File: config.mk
export PLATFORM = sky130hd
export DESIGN_NAME = read_write_slot_lock_manager_core
export DESIGN_NICKNAME = d
export VERILOG_FILES = /design/src/sv/rwsl_pkg.sv /design/src/sv/rwsl_ram.sv /design/src/sv/rwsl_ctrl.sv /design/src/sv/rwsl_dp.sv /design/src/sv/read_write_slot_lock_manager_core.sv
export SDC_FILE = /design/constraint.sdc
export NUM_CORES = 1
export LEC_CHECK = 0
export ABC_AREA = 1
export CORE_MARGIN = 2
export CORE_UTILIZATION = 25
export CTS_CLUSTER_DIAMETER = 50
export DETAILED_ROUTE_END_ITERATION = 6
export DONT_BUFFER_PORTS = 1
export GPL_TIMING_DRIVEN = 0
export PLACE_DENSITY = 0.42
export SYNTH_ARGS = -nofsm -noshare
export SYNTH_HDL_FRONTEND = slang
export SYNTH_SLANG_ARGS = --single-unit
export TNS_END_PERCENT = 20
File: constraint.sdc
create_clock -name i_clk -period 3.7 [get_ports i_clk]
set_clock_uncertainty 0.15 [all_clocks]
set_input_delay 0.37 -clock i_clk [delete_from_list [all_inputs] [get_ports i_clk]]
set_output_delay 0.37 -clock i_clk [all_outputs]
set_load 0.1 [all_outputs]
File: src/sv/rwsl_pkg.sv
`timescale 1ns / 1ps
`default_nettype none

package rwsl_pkg;

    localparam int READ_SLOTS_DEF  = 4;
    localparam int QUEUE_DEPTH_DEF = 16;
    localparam int ID_BITS_DEF     = 16;

    localparam int OP_W     = 2;
    localparam int EXT_ID_W = 16;
    localparam int SLOT_W   = 3;
    localparam int CFG_W    = 3;

    localparam logic [CFG_W-1:0] CFG_RESET = CFG_W'(4);

    typedef enum logic [OP_W-1:0] {
        OP_READ  = 2'd0,
        OP_WRITE = 2'd1,
        OP_CLOSE = 2'd2,
        OP_QUERY = 2'd3
    } t_op;

    typedef struct packed {
        logic load;
        logic exec;
    } t_cmd;

endpackage

`default_nettype wire

File: src/sv/rwsl_ram.sv
`timescale 1ns / 1ps
`default_nettype none

module rwsl_ram #(
    parameter int WIDTH = 16,
    parameter int DEPTH = 16
) (
    input  wire logic                     i_clk,
    input  wire logic                     i_we,
    input  wire logic [$clog2(DEPTH)-1:0] i_waddr,
    input  wire logic [WIDTH-1:0]         i_wdata,
    input  wire logic [$clog2(DEPTH)-1:0] i_raddr,
    output logic      [WIDTH-1:0]         o_rdata
);

    logic [WIDTH-1:0] r_mem [DEPTH];

    always_ff @(posedge i_clk) begin
        if (i_we) begin
            r_mem[i_waddr] <= i_wdata;
        end
        o_rdata <= r_mem[i_raddr];
    end

endmodule

`default_nettype wire

File: src/sv/rwsl_ctrl.sv
`timescale 1ns / 1ps
`default_nettype none

module rwsl_ctrl (
    input  wire logic          i_clk,
    input  wire logic          i_rst_n,
    input  wire logic          i_start,
    output logic               o_busy,
    output rwsl_pkg::t_cmd     o_cmd
);

    typedef enum logic [1:0] {
        ST_IDLE = 2'b01,
        ST_EXEC = 2'b10
    } t_state;

    t_state r_state;
    t_state n_state;

    always_comb begin
        n_state = r_state;
        case (r_state)
            ST_IDLE: begin
                if (i_start) begin
                    n_state = ST_EXEC;
                end
            end
            ST_EXEC: begin
                n_state = ST_IDLE;
            end
            default: begin
                n_state = ST_IDLE;
            end
        endcase
    end

    always_ff @(posedge i_clk) begin
        if (!i_rst_n) begin
            r_state <= ST_IDLE;
        end else begin
            r_state <= n_state;
        end
    end

    assign o_busy     = (r_state != ST_IDLE);
    assign o_cmd.load = (r_state == ST_IDLE) && i_start;
    assign o_cmd.exec = (r_state == ST_EXEC);

endmodule

`default_nettype wire

File: src/sv/rwsl_dp.sv
`timescale 1ns / 1ps
`default_nettype none

module rwsl_dp #(
    parameter int READ_SLOTS  = rwsl_pkg::READ_SLOTS_DEF,
    parameter int QUEUE_DEPTH = rwsl_pkg::QUEUE_DEPTH_DEF,
    parameter int ID_BITS     = rwsl_pkg::ID_BITS_DEF
) (
    input  wire logic                            i_clk,
    input  wire logic                            i_rst_n,
    input  wire rwsl_pkg::t_cmd                  i_cmd,
    input  wire logic [rwsl_pkg::OP_W-1:0]       i_op,
    input  wire logic [rwsl_pkg::EXT_ID_W-1:0]   i_context_id,
    input  wire logic                            i_cfg_we,
    input  wire logic [rwsl_pkg::CFG_W-1:0]      i_cfg_wdata,
    output logic                                 o_done,
    output logic                                 o_activated,
    output logic      [rwsl_pkg::EXT_ID_W-1:0]   o_activated_id,
    output logic      [rwsl_pkg::SLOT_W-1:0]     o_activated_slot,
    output logic                                 o_queued,
    output logic                                 o_found,
    output logic                                 o_overflow
);

    localparam int AW = $clog2(QUEUE_DEPTH);
    localparam int CW = $clog2(QUEUE_DEPTH + 1);
    localparam int SW = rwsl_pkg::SLOT_W;

    logic [ID_BITS-1:0] id_in;

    rwsl_pkg::t_op                 r_op;
    logic [ID_BITS-1:0]            r_id;
    logic [rwsl_pkg::CFG_W-1:0]    r_cfg;

    logic                          r_wbusy, n_wbusy;
    logic [ID_BITS-1:0]            r_wowner, n_wowner;
    logic [READ_SLOTS-1:0]         r_rbusy, n_rbusy;
    logic [ID_BITS-1:0]            r_rowner [READ_SLOTS];
    logic [ID_BITS-1:0]            n_rowner [READ_SLOTS];

    logic [AW-1:0]                 r_rhead, n_rhead, r_whead, n_whead;
    logic [CW-1:0]                 r_rcount, n_rcount, r_wcount, n_wcount;
    logic [AW-1:0]                 rtail, wtail;
    logic [ID_BITS-1:0]            rhead_data, whead_data;
    logic                          rpush, rpop, wpush, wpop;

    logic                          r_done, n_done;
    logic                          r_act, n_act;
    logic [ID_BITS-1:0]            r_act_id, n_act_id;
    logic [SW-1:0]                 r_slot, n_slot;
    logic                          r_queued, n_queued;
    logic                          r_found, n_found;
    logic                          r_ovf, n_ovf;

    logic                          free_hit;
    logic [READ_SLOTS-1:0]         free_sel;
    logic [SW-1:0]                 free_slot;
    logic                          rmatch_hit;
    logic [READ_SLOTS-1:0]         rmatch_sel;
    logic [SW-1:0]                 rmatch_slot;
    logic                          rmatch_act;
    logic                          wmatch;
    logic                          rfull, wfull, to_write;

    generate
        if (ID_BITS >= rwsl_pkg::EXT_ID_W) begin : g_wide_id
            assign id_in          = ID_BITS'(i_context_id);
            assign o_activated_id = r_act_id[rwsl_pkg::EXT_ID_W-1:0];
        end else begin : g_narrow_id
            assign id_in          = i_context_id[ID_BITS-1:0];
            assign o_activated_id = rwsl_pkg::EXT_ID_W'(r_act_id);
        end
    endgenerate

    function automatic logic [AW-1:0] ptr_inc(input logic [AW-1:0] p);
        ptr_inc = (p == AW'(QUEUE_DEPTH - 1)) ? '0 : p + AW'(1);
    endfunction

    function automatic logic [AW-1:0] ptr_tail(input logic [AW-1:0] h, input logic [CW-1:0] c);
        logic [CW:0] sum;
        sum = (CW + 1)'(h) + (CW + 1)'(c);
        if (sum >= (CW + 1)'(QUEUE_DEPTH)) begin
            sum = sum - (CW + 1)'(QUEUE_DEPTH);
        end
        ptr_tail = sum[AW-1:0];
    endfunction

    assign rtail = ptr_tail(r_rhead, r_rcount);
    assign wtail = ptr_tail(r_whead, r_wcount);
    assign rfull = (r_rcount == CW'(QUEUE_DEPTH));
    assign wfull = (r_wcount == CW'(QUEUE_DEPTH));
    assign wmatch = r_wbusy && (r_wowner == r_id);
    assign to_write = (r_op == rwsl_pkg::OP_WRITE)
                   || ((r_op == rwsl_pkg::OP_READ) && (r_cfg == '0));

    // head entries are read every cycle; nothing is written in the idle cycle before exec
    rwsl_ram #(.WIDTH(ID_BITS), .DEPTH(QUEUE_DEPTH)) u_rfifo (
        .i_clk   (i_clk),
        .i_we    (rpush),
        .i_waddr (rtail),
        .i_wdata (r_id),
        .i_raddr (r_rhead),
        .o_rdata (rhead_data)
    );

    rwsl_ram #(.WIDTH(ID_BITS), .DEPTH(QUEUE_DEPTH)) u_wfifo (
        .i_clk   (i_clk),
        .i_we    (wpush),
        .i_waddr (wtail),
        .i_wdata (r_id),
        .i_raddr (r_whead),
        .o_rdata (whead_data)
    );

    // lowest free active read slot and lowest matching read slot
    always_comb begin
        free_hit    = 1'b0;
        free_sel    = '0;
        free_slot   = '0;
        rmatch_hit  = 1'b0;
        rmatch_sel  = '0;
        rmatch_slot = '0;
        rmatch_act  = 1'b0;
        for (int i = 0; i < READ_SLOTS; i++) begin
            if (!free_hit && !r_rbusy[i] && (i < int'(r_cfg))) begin
                free_hit    = 1'b1;
                free_sel[i] = 1'b1;
                free_slot   = SW'(i + 1);
            end
            if (!rmatch_hit && r_rbusy[i] && (r_rowner[i] == r_id)) begin
                rmatch_hit    = 1'b1;
                rmatch_sel[i] = 1'b1;
                rmatch_slot   = SW'(i + 1);
                rmatch_act    = (i < int'(r_cfg));
            end
        end
    end

    always_comb begin
        n_wbusy  = r_wbusy;
        n_wowner = r_wowner;
        n_rbusy  = r_rbusy;
        n_rowner = r_rowner;
        n_done   = i_cmd.exec;
        n_act    = 1'b0;
        n_act_id = '0;
        n_slot   = '0;
        n_queued = 1'b0;
        n_found  = 1'b0;
        n_ovf    = 1'b0;
        rpush    = 1'b0;
        rpop     = 1'b0;
        wpush    = 1'b0;
        wpop     = 1'b0;
        if (i_cmd.exec) begin
            case (r_op)
                rwsl_pkg::OP_READ, rwsl_pkg::OP_WRITE: begin
                    if (to_write) begin
                        if (!r_wbusy) begin
                            n_wbusy  = 1'b1;
                            n_wowner = r_id;
                            n_act    = 1'b1;
                            n_act_id = r_id;
                        end else if (wfull) begin
                            n_ovf = 1'b1;
                        end else begin
                            wpush    = 1'b1;
                            n_queued = 1'b1;
                        end
                    end else if ((r_rcount == '0) && free_hit) begin
                        for (int i = 0; i < READ_SLOTS; i++) begin
                            if (free_sel[i]) begin
                                n_rbusy[i]  = 1'b1;
                                n_rowner[i] = r_id;
                            end
                        end
                        n_act    = 1'b1;
                        n_act_id = r_id;
                        n_slot   = free_slot;
                    end else if (rfull) begin
                        n_ovf = 1'b1;
                    end else begin
                        rpush    = 1'b1;
                        n_queued = 1'b1;
                    end
                end
                rwsl_pkg::OP_CLOSE: begin
                    if (wmatch) begin
                        n_found = 1'b1;
                        if (r_wcount != '0) begin
                            wpop     = 1'b1;
                            n_wowner = whead_data;
                            n_act    = 1'b1;
                            n_act_id = whead_data;
                        end else begin
                            n_wbusy  = 1'b0;
                            n_wowner = '0;
                        end
                    end else if (rmatch_hit) begin
                        n_found = 1'b1;
                        if (rmatch_act && (r_rcount != '0)) begin
                            rpop     = 1'b1;
                            n_act    = 1'b1;
                            n_act_id = rhead_data;
                            n_slot   = rmatch_slot;
                        end
                        for (int i = 0; i < READ_SLOTS; i++) begin
                            if (rmatch_sel[i]) begin
                                if (rmatch_act && (r_rcount != '0)) begin
                                    n_rowner[i] = rhead_data;
                                end else begin
                                    n_rbusy[i]  = 1'b0;
                                    n_rowner[i] = '0;
                                end
                            end
                        end
                    end
                end
                rwsl_pkg::OP_QUERY: begin
                    n_found = wmatch || rmatch_hit;
                end
                default: begin
                    n_found = 1'b0;
                end
            endcase
        end
    end

    always_comb begin
        n_rhead  = rpop ? ptr_inc(r_rhead) : r_rhead;
        n_whead  = wpop ? ptr_inc(r_whead) : r_whead;
        n_rcount = r_rcount + CW'(rpush) - CW'(rpop);
        n_wcount = r_wcount + CW'(wpush) - CW'(wpop);
    end

    always_ff @(posedge i_clk) begin
        if (!i_rst_n) begin
            r_cfg    <= rwsl_pkg::CFG_RESET;
            r_wbusy  <= 1'b0;
            r_wowner <= '0;
            r_rbusy  <= '0;
            for (int i = 0; i < READ_SLOTS; i++) begin
                r_rowner[i] <= '0;
            end
            r_rhead  <= '0;
            r_whead  <= '0;
            r_rcount <= '0;
            r_wcount <= '0;
            r_done   <= 1'b0;
        end else begin
            if (i_cfg_we) begin
                r_cfg <= i_cfg_wdata;
            end
            r_wbusy  <= n_wbusy;
            r_wowner <= n_wowner;
            r_rbusy  <= n_rbusy;
            r_rowner <= n_rowner;
            r_rhead  <= n_rhead;
            r_whead  <= n_whead;
            r_rcount <= n_rcount;
            r_wcount <= n_wcount;
            r_done   <= n_done;
        end
    end

    always_ff @(posedge i_clk) begin
        if (i_cmd.load) begin
            r_op <= rwsl_pkg::t_op'(i_op);
            r_id <= id_in;
        end
        if (i_cmd.exec) begin
            r_act    <= n_act;
            r_act_id <= n_act_id;
            r_slot   <= n_slot;
            r_queued <= n_queued;
            r_found  <= n_found;
            r_ovf    <= n_ovf;
        end
    end

    assign o_done           = r_done;
    assign o_activated      = r_act;
    assign o_activated_slot = r_slot;
    assign o_queued         = r_queued;
    assign o_found          = r_found;
    assign o_overflow       = r_ovf;

endmodule

`default_nettype wire

File: src/sv/read_write_slot_lock_manager_core.sv
// Reader/writer slot lock manager: one write slot, READ_SLOTS read slots and
// two wait queues (read and write) of QUEUE_DEPTH ids each.
// Request channel: present i_op and i_context_id with start high; the request
// is taken at a rising edge where start is high and busy is low.
// Ops: read lock, write lock, close (free or hand over the slot), query.
// Result channel: o_done is high for exactly one cycle with the result fields;
// the receiver cannot hold it off and must take it in that cycle.
// Sequence: the request is registered, then executed in the execute state,
// then the registered result is placed on the ports.
// No new request is taken while busy is high; busy is high in the execute
// state, which waits on the registered read of the wait queue heads.
// Configuration: i_cfg_we writes active_read_slots from i_cfg_wdata; the user
// must write only while no request is in flight; the block does not check it.
// Reset (i_rst_n low, synchronous): all slots free, both queues empty,
// active_read_slots = 4, no result pending.
`timescale 1ns / 1ps
`default_nettype none

module read_write_slot_lock_manager_core #(
    parameter int READ_SLOTS  = rwsl_pkg::READ_SLOTS_DEF,
    parameter int QUEUE_DEPTH = rwsl_pkg::QUEUE_DEPTH_DEF,
    parameter int ID_BITS     = rwsl_pkg::ID_BITS_DEF
) (
    input  wire logic                            i_clk,
    input  wire logic                            i_rst_n,
    input  wire logic                            start,
    output logic                                 busy,
    input  wire logic [rwsl_pkg::OP_W-1:0]       i_op,
    input  wire logic [rwsl_pkg::EXT_ID_W-1:0]   i_context_id,
    input  wire logic                            i_cfg_we,
    input  wire logic [rwsl_pkg::CFG_W-1:0]      i_cfg_wdata,
    output logic                                 o_done,
    output logic                                 o_activated,
    output logic      [rwsl_pkg::EXT_ID_W-1:0]   o_activated_id,
    output logic      [rwsl_pkg::SLOT_W-1:0]     o_activated_slot,
    output logic                                 o_queued,
    output logic                                 o_found,
    output logic                                 o_overflow
);

    rwsl_pkg::t_cmd cmd;

    rwsl_ctrl u_ctrl (
        .i_clk   (i_clk),
        .i_rst_n (i_rst_n),
        .i_start (start),
        .o_busy  (busy),
        .o_cmd   (cmd)
    );

    rwsl_dp #(
        .READ_SLOTS  (READ_SLOTS),
        .QUEUE_DEPTH (QUEUE_DEPTH),
        .ID_BITS     (ID_BITS)
    ) u_dp (
        .i_clk            (i_clk),
        .i_rst_n          (i_rst_n),
        .i_cmd            (cmd),
        .i_op             (i_op),
        .i_context_id     (i_context_id),
        .i_cfg_we         (i_cfg_we),
        .i_cfg_wdata      (i_cfg_wdata),
        .o_done           (o_done),
        .o_activated      (o_activated),
        .o_activated_id   (o_activated_id),
        .o_activated_slot (o_activated_slot),
        .o_queued         (o_queued),
        .o_found          (o_found),
        .o_overflow       (o_overflow)
    );

endmodule

`default_nettype wire

==> metrics.md <==
| Metric | Value |
|---|---|
| Status | complete, but fails checks |
| Failing checks | negative setup slack |
| Yosys top cell by area | edfxtp_1 |
| Detailed Place HPWL | 72300 um |
| HP Class | in -> reg |
| DIE WIDTH | 347 um |
| Syn_nets | 2773 |
| Least-Margin Pin Slew | 1180 ps |
| Routability cong. | 0.914 |
| Seq/Total Area, Yosys | 65.9% |
| H-tree levels | 3 |
| Synth Area in Compound Gates | 11.0% |
| P per Cell Area | 505 nW/um2 |
| Crit path DAT | 4210 ps |
| Crit Path Category | reg -> reg |
| Post-Synth Adder-Cell Area | 1.12% |
| Leakage | 13.1 nW |
| Post-synth top area share | 56.3% |
| CP required | 4120 ps |
| Pin count of the biggest net entering global routing | 26 |
| First drt pass iteration count | 5 |
| TritonCTS Buffers | 95 |
| Grt ovf | 0 |
| Vias | 21.6k |
| Max clock buf depth | 3 |
| Post-layout util | 31.5% |
| Post-synthesis mux area share | 1.80% |
| Post-Synth XOR/XNOR Area | 0.594% |
| CTS root buf | clkbuf_16 |
| CORE AREA | 117000 um2 |
| Clock transition at the registers of the reported paths | 60 ps |
| Avg WL per Cell | 22.5 um |
| Simple-Gate Fraction of Synth Area | 14.7% |
| Yosys reg bits | 694 |
| Final Critical Period | 3790 ps |
| # nets final | 3007 |
| Initial Utilization | 25.1% |
| Total GRT Usage | 16.8% |
| Fin Setup TNS | -87.2 ps |
| Maximum VDD drop | 360 uV |
| Fin worst setup slack | -87.2 ps |
| Synth cell types | 49 |
| Setup violations, final | 1 |
| Die Area | 121000 um2 |
| RSZ-0062 raised after global routing | true |
| Top post-synthesis cells by area | edfxtp_1 (56%), dfxtp_1 (9.6%), nor2_1 (5.4%) |
| Fraction of registers with async set/reset | 0% |
| Main synth FF type | edfxtp_1 |
| Synth cell count leaders | edfxtp_1 (553), nor2_1 (424), nand2_1 (412), inv_1 (213), o21ai_0 (200) |
| Final wirelength | 103000 um |
| Count leader, synth | edfxtp_1 |
| Synthesized area per cell | 10.8 um2 |
| # port buffers | 0 |
| Vias in the first global route | 21.2k |
| Post-synth EDFFs | 553 |
| Initial drt markers | 1972 |
| Detail Route Antenna Nets | 0 |
| Fmax | 264 MHz |
| Area growth syn-to-layout | 25.3% |
| DP Area | 32700 um2 |
| CTS tree | done |
| Rel. slew slack | 21.4% |
| Num Clock Sinks | 694 |
| Fin crit share | 102% |
| Max-slew violations | 0 |
| MaxCap Viol Count | 0 |
| Post-Syn Area | 29500 um2 |
| Share of cells above drive strength 1 | 13.5% |
| DRC | 0 |
| Post-Synthesis Cells | 2724 |
| DP Worst Slack | -1520 ps |
| Tot Pwr | 18.7 mW |
| Cell Rows | 126 |
| Initial antenna violation count | 4 |
| CP Capture Type | flop |
| Worst-skew pair later-pin latency | 670 ps |
| CP max FO | 5 |
| Yosys warnings | 0 |
| Crit start category | flop |
| Fin. Hold Viols | 0 |
| Die Height | 347 um |
| Largest family of logic cells by synthesized area | simple AND/OR/NAND/NOR gates |
| Num ports | 50 |
| First-pass GRT wire length | 149000 um |
| Cell area after layout | 37000 um2 |
| Via/cell ratio | 4.72 |
-- flip-flops by register name, indices dropped and copies added, names as in the netlist, 4 cells and up --
register	cells
u_dp.u_rfifo.r_mem	256
u_dp.u_wfifo.r_mem	256
u_dp.r_rowner	64
u_dp.o_activated_id	16
u_dp.r_id	16
u_dp.r_wowner	16
u_dp.u_rfifo.o_rdata	16
u_dp.u_wfifo.o_rdata	16
u_dp.r_rcount	5
u_dp.r_wcount	5
u_dp.r_rbusy	4
u_dp.r_rhead	4
u_dp.r_whead	4
-- logic make-up (layout without fill, tap and decap cells) --
group | Yosys count | after routing
XOR/XNOR | 20 | 20
flip-flops | 694 | 694
buffers and inverters | 370 | 684
adder cells (fa/ha/maj) | 24 | 24
multiplexers | 53 | 53
AND/OR/NAND/NOR | 1042 | 1043
AO/OA/AOI/OAI | 521 | 521
other | 0 | 1
-- final cells by class --
class                           instances  area, um2
Sequential cell                       694      19400
Inverter                              230        897
Clock buffer                          114       2550
Antenna cell                            1       2.50
Multi-Input combinational cell       1661       8890
Clock inverter                         64        692
Buffer                                133        568
Timing Repair Buffer                  143       2000
Tap cell                             1536       1920
Fill cell                           11900      80500
-- cell usage in the layout (no fill, tap or decap), types with 11 or more instances in the layout --
cell type	Yosys	routed
a21oi_1	97	97
o21ai_1	50	50
nand2_2	5	11
mux2i_1	53	53
buf_8	0	31
xnor2_1	14	14
nor2_1	424	377
clkbuf_16	0	100
o32ai_1	77	77
nand4_1	25	25
inv_6	0	12
buf_4	5	52
o221ai_1	68	68
dlygate4sd3_1	0	28
buf_16	0	26
clkinvlp_4	0	13
edfxtp_1	553	553
clkinv_1	3	11
clkbuf_1	102	115
nand3_1	135	130
nor2_2	8	42
buf_2	17	12
dfxtp_1	141	141
nand2_1	412	405
o211ai_1	14	14
ha_1	20	19
nor2_4	4	18
inv_1	213	207
buf_1	11	11
o21ai_0	200	200
-- path summary, 6_finish.rpt --
kind,endpoint,startpoint,slack (ps),cells after the start
hold reg to reg,u_dp.r_wowner[1],u_dp.r_wowner[1],330,2
setup / recovery,u_dp.r_rcount[4],u_dp.r_id[8],-90,22
hold / removal,u_dp.r_rowner[12],i_rst_n,100,5
setup reg to reg,u_dp.r_rcount[4],u_dp.r_id[8],-90,22
-- critical path, stage by stage (launching register included) --
cell and delay, ps:
edfxtp_1 550, buf_6 160, clkinvlp_4 240, buf_6 210, nand2_1 70, nand3_1 90
nor2_1 100, nand2_1 100, nor2_4 150, nand4_4 150, nor2_4 130, nor2_4 70
nand3_4 110, nor2_4 50, ha_1 280, inv_1 40, ha_2 180, fa_2 350
nand2_1 80, a21oi_1 60, nor2_1 150, o21ai_0 90, a21oi_1 140
-- power by group --
group          internal (mW)  leakage (nW)  switching [mW]
clock                   5.53          1.57            3.79
sequential              8.46          6.13          0.0646
combinational          0.254          5.36           0.558
-- layer usage --
layer	part of all wire (%)	GRT usage, %	vias to the layer above
met2	45	26.0	697
met3	6.4	2.72	136
met1	46	23.9	10700
met4	2.7	5.42	0
li1	-	-	10100
met5	0	0	-
-- repair_timing --
| item | 4_1_cts | 5_1_grt |
|---|---|---|
| resized for setup | 46 | 22 |
| cloned | 3 | 0 |
| pin swaps | 9 | 13 |
| endpoints found under the setup margin | 220 | 154 |
| hold buffers | 28 | 0 |
| hold endpoints to repair | 41 | 0 |
| buffers inserted | 45 | 10 |
-- through the flow --
| step | cells | hold WS [ps] |
|---|---|---|
| after global placement | 4260 | 308 |
| after floorplan | 2724 | 293 |
| after detailed placement | 4318 | 316 |
| final | 4576 | 97.0 |
| after global routing | 4575 | 145 |
| after CTS | 4565 | 60.2 |
(Power assumes the default switching activity.)
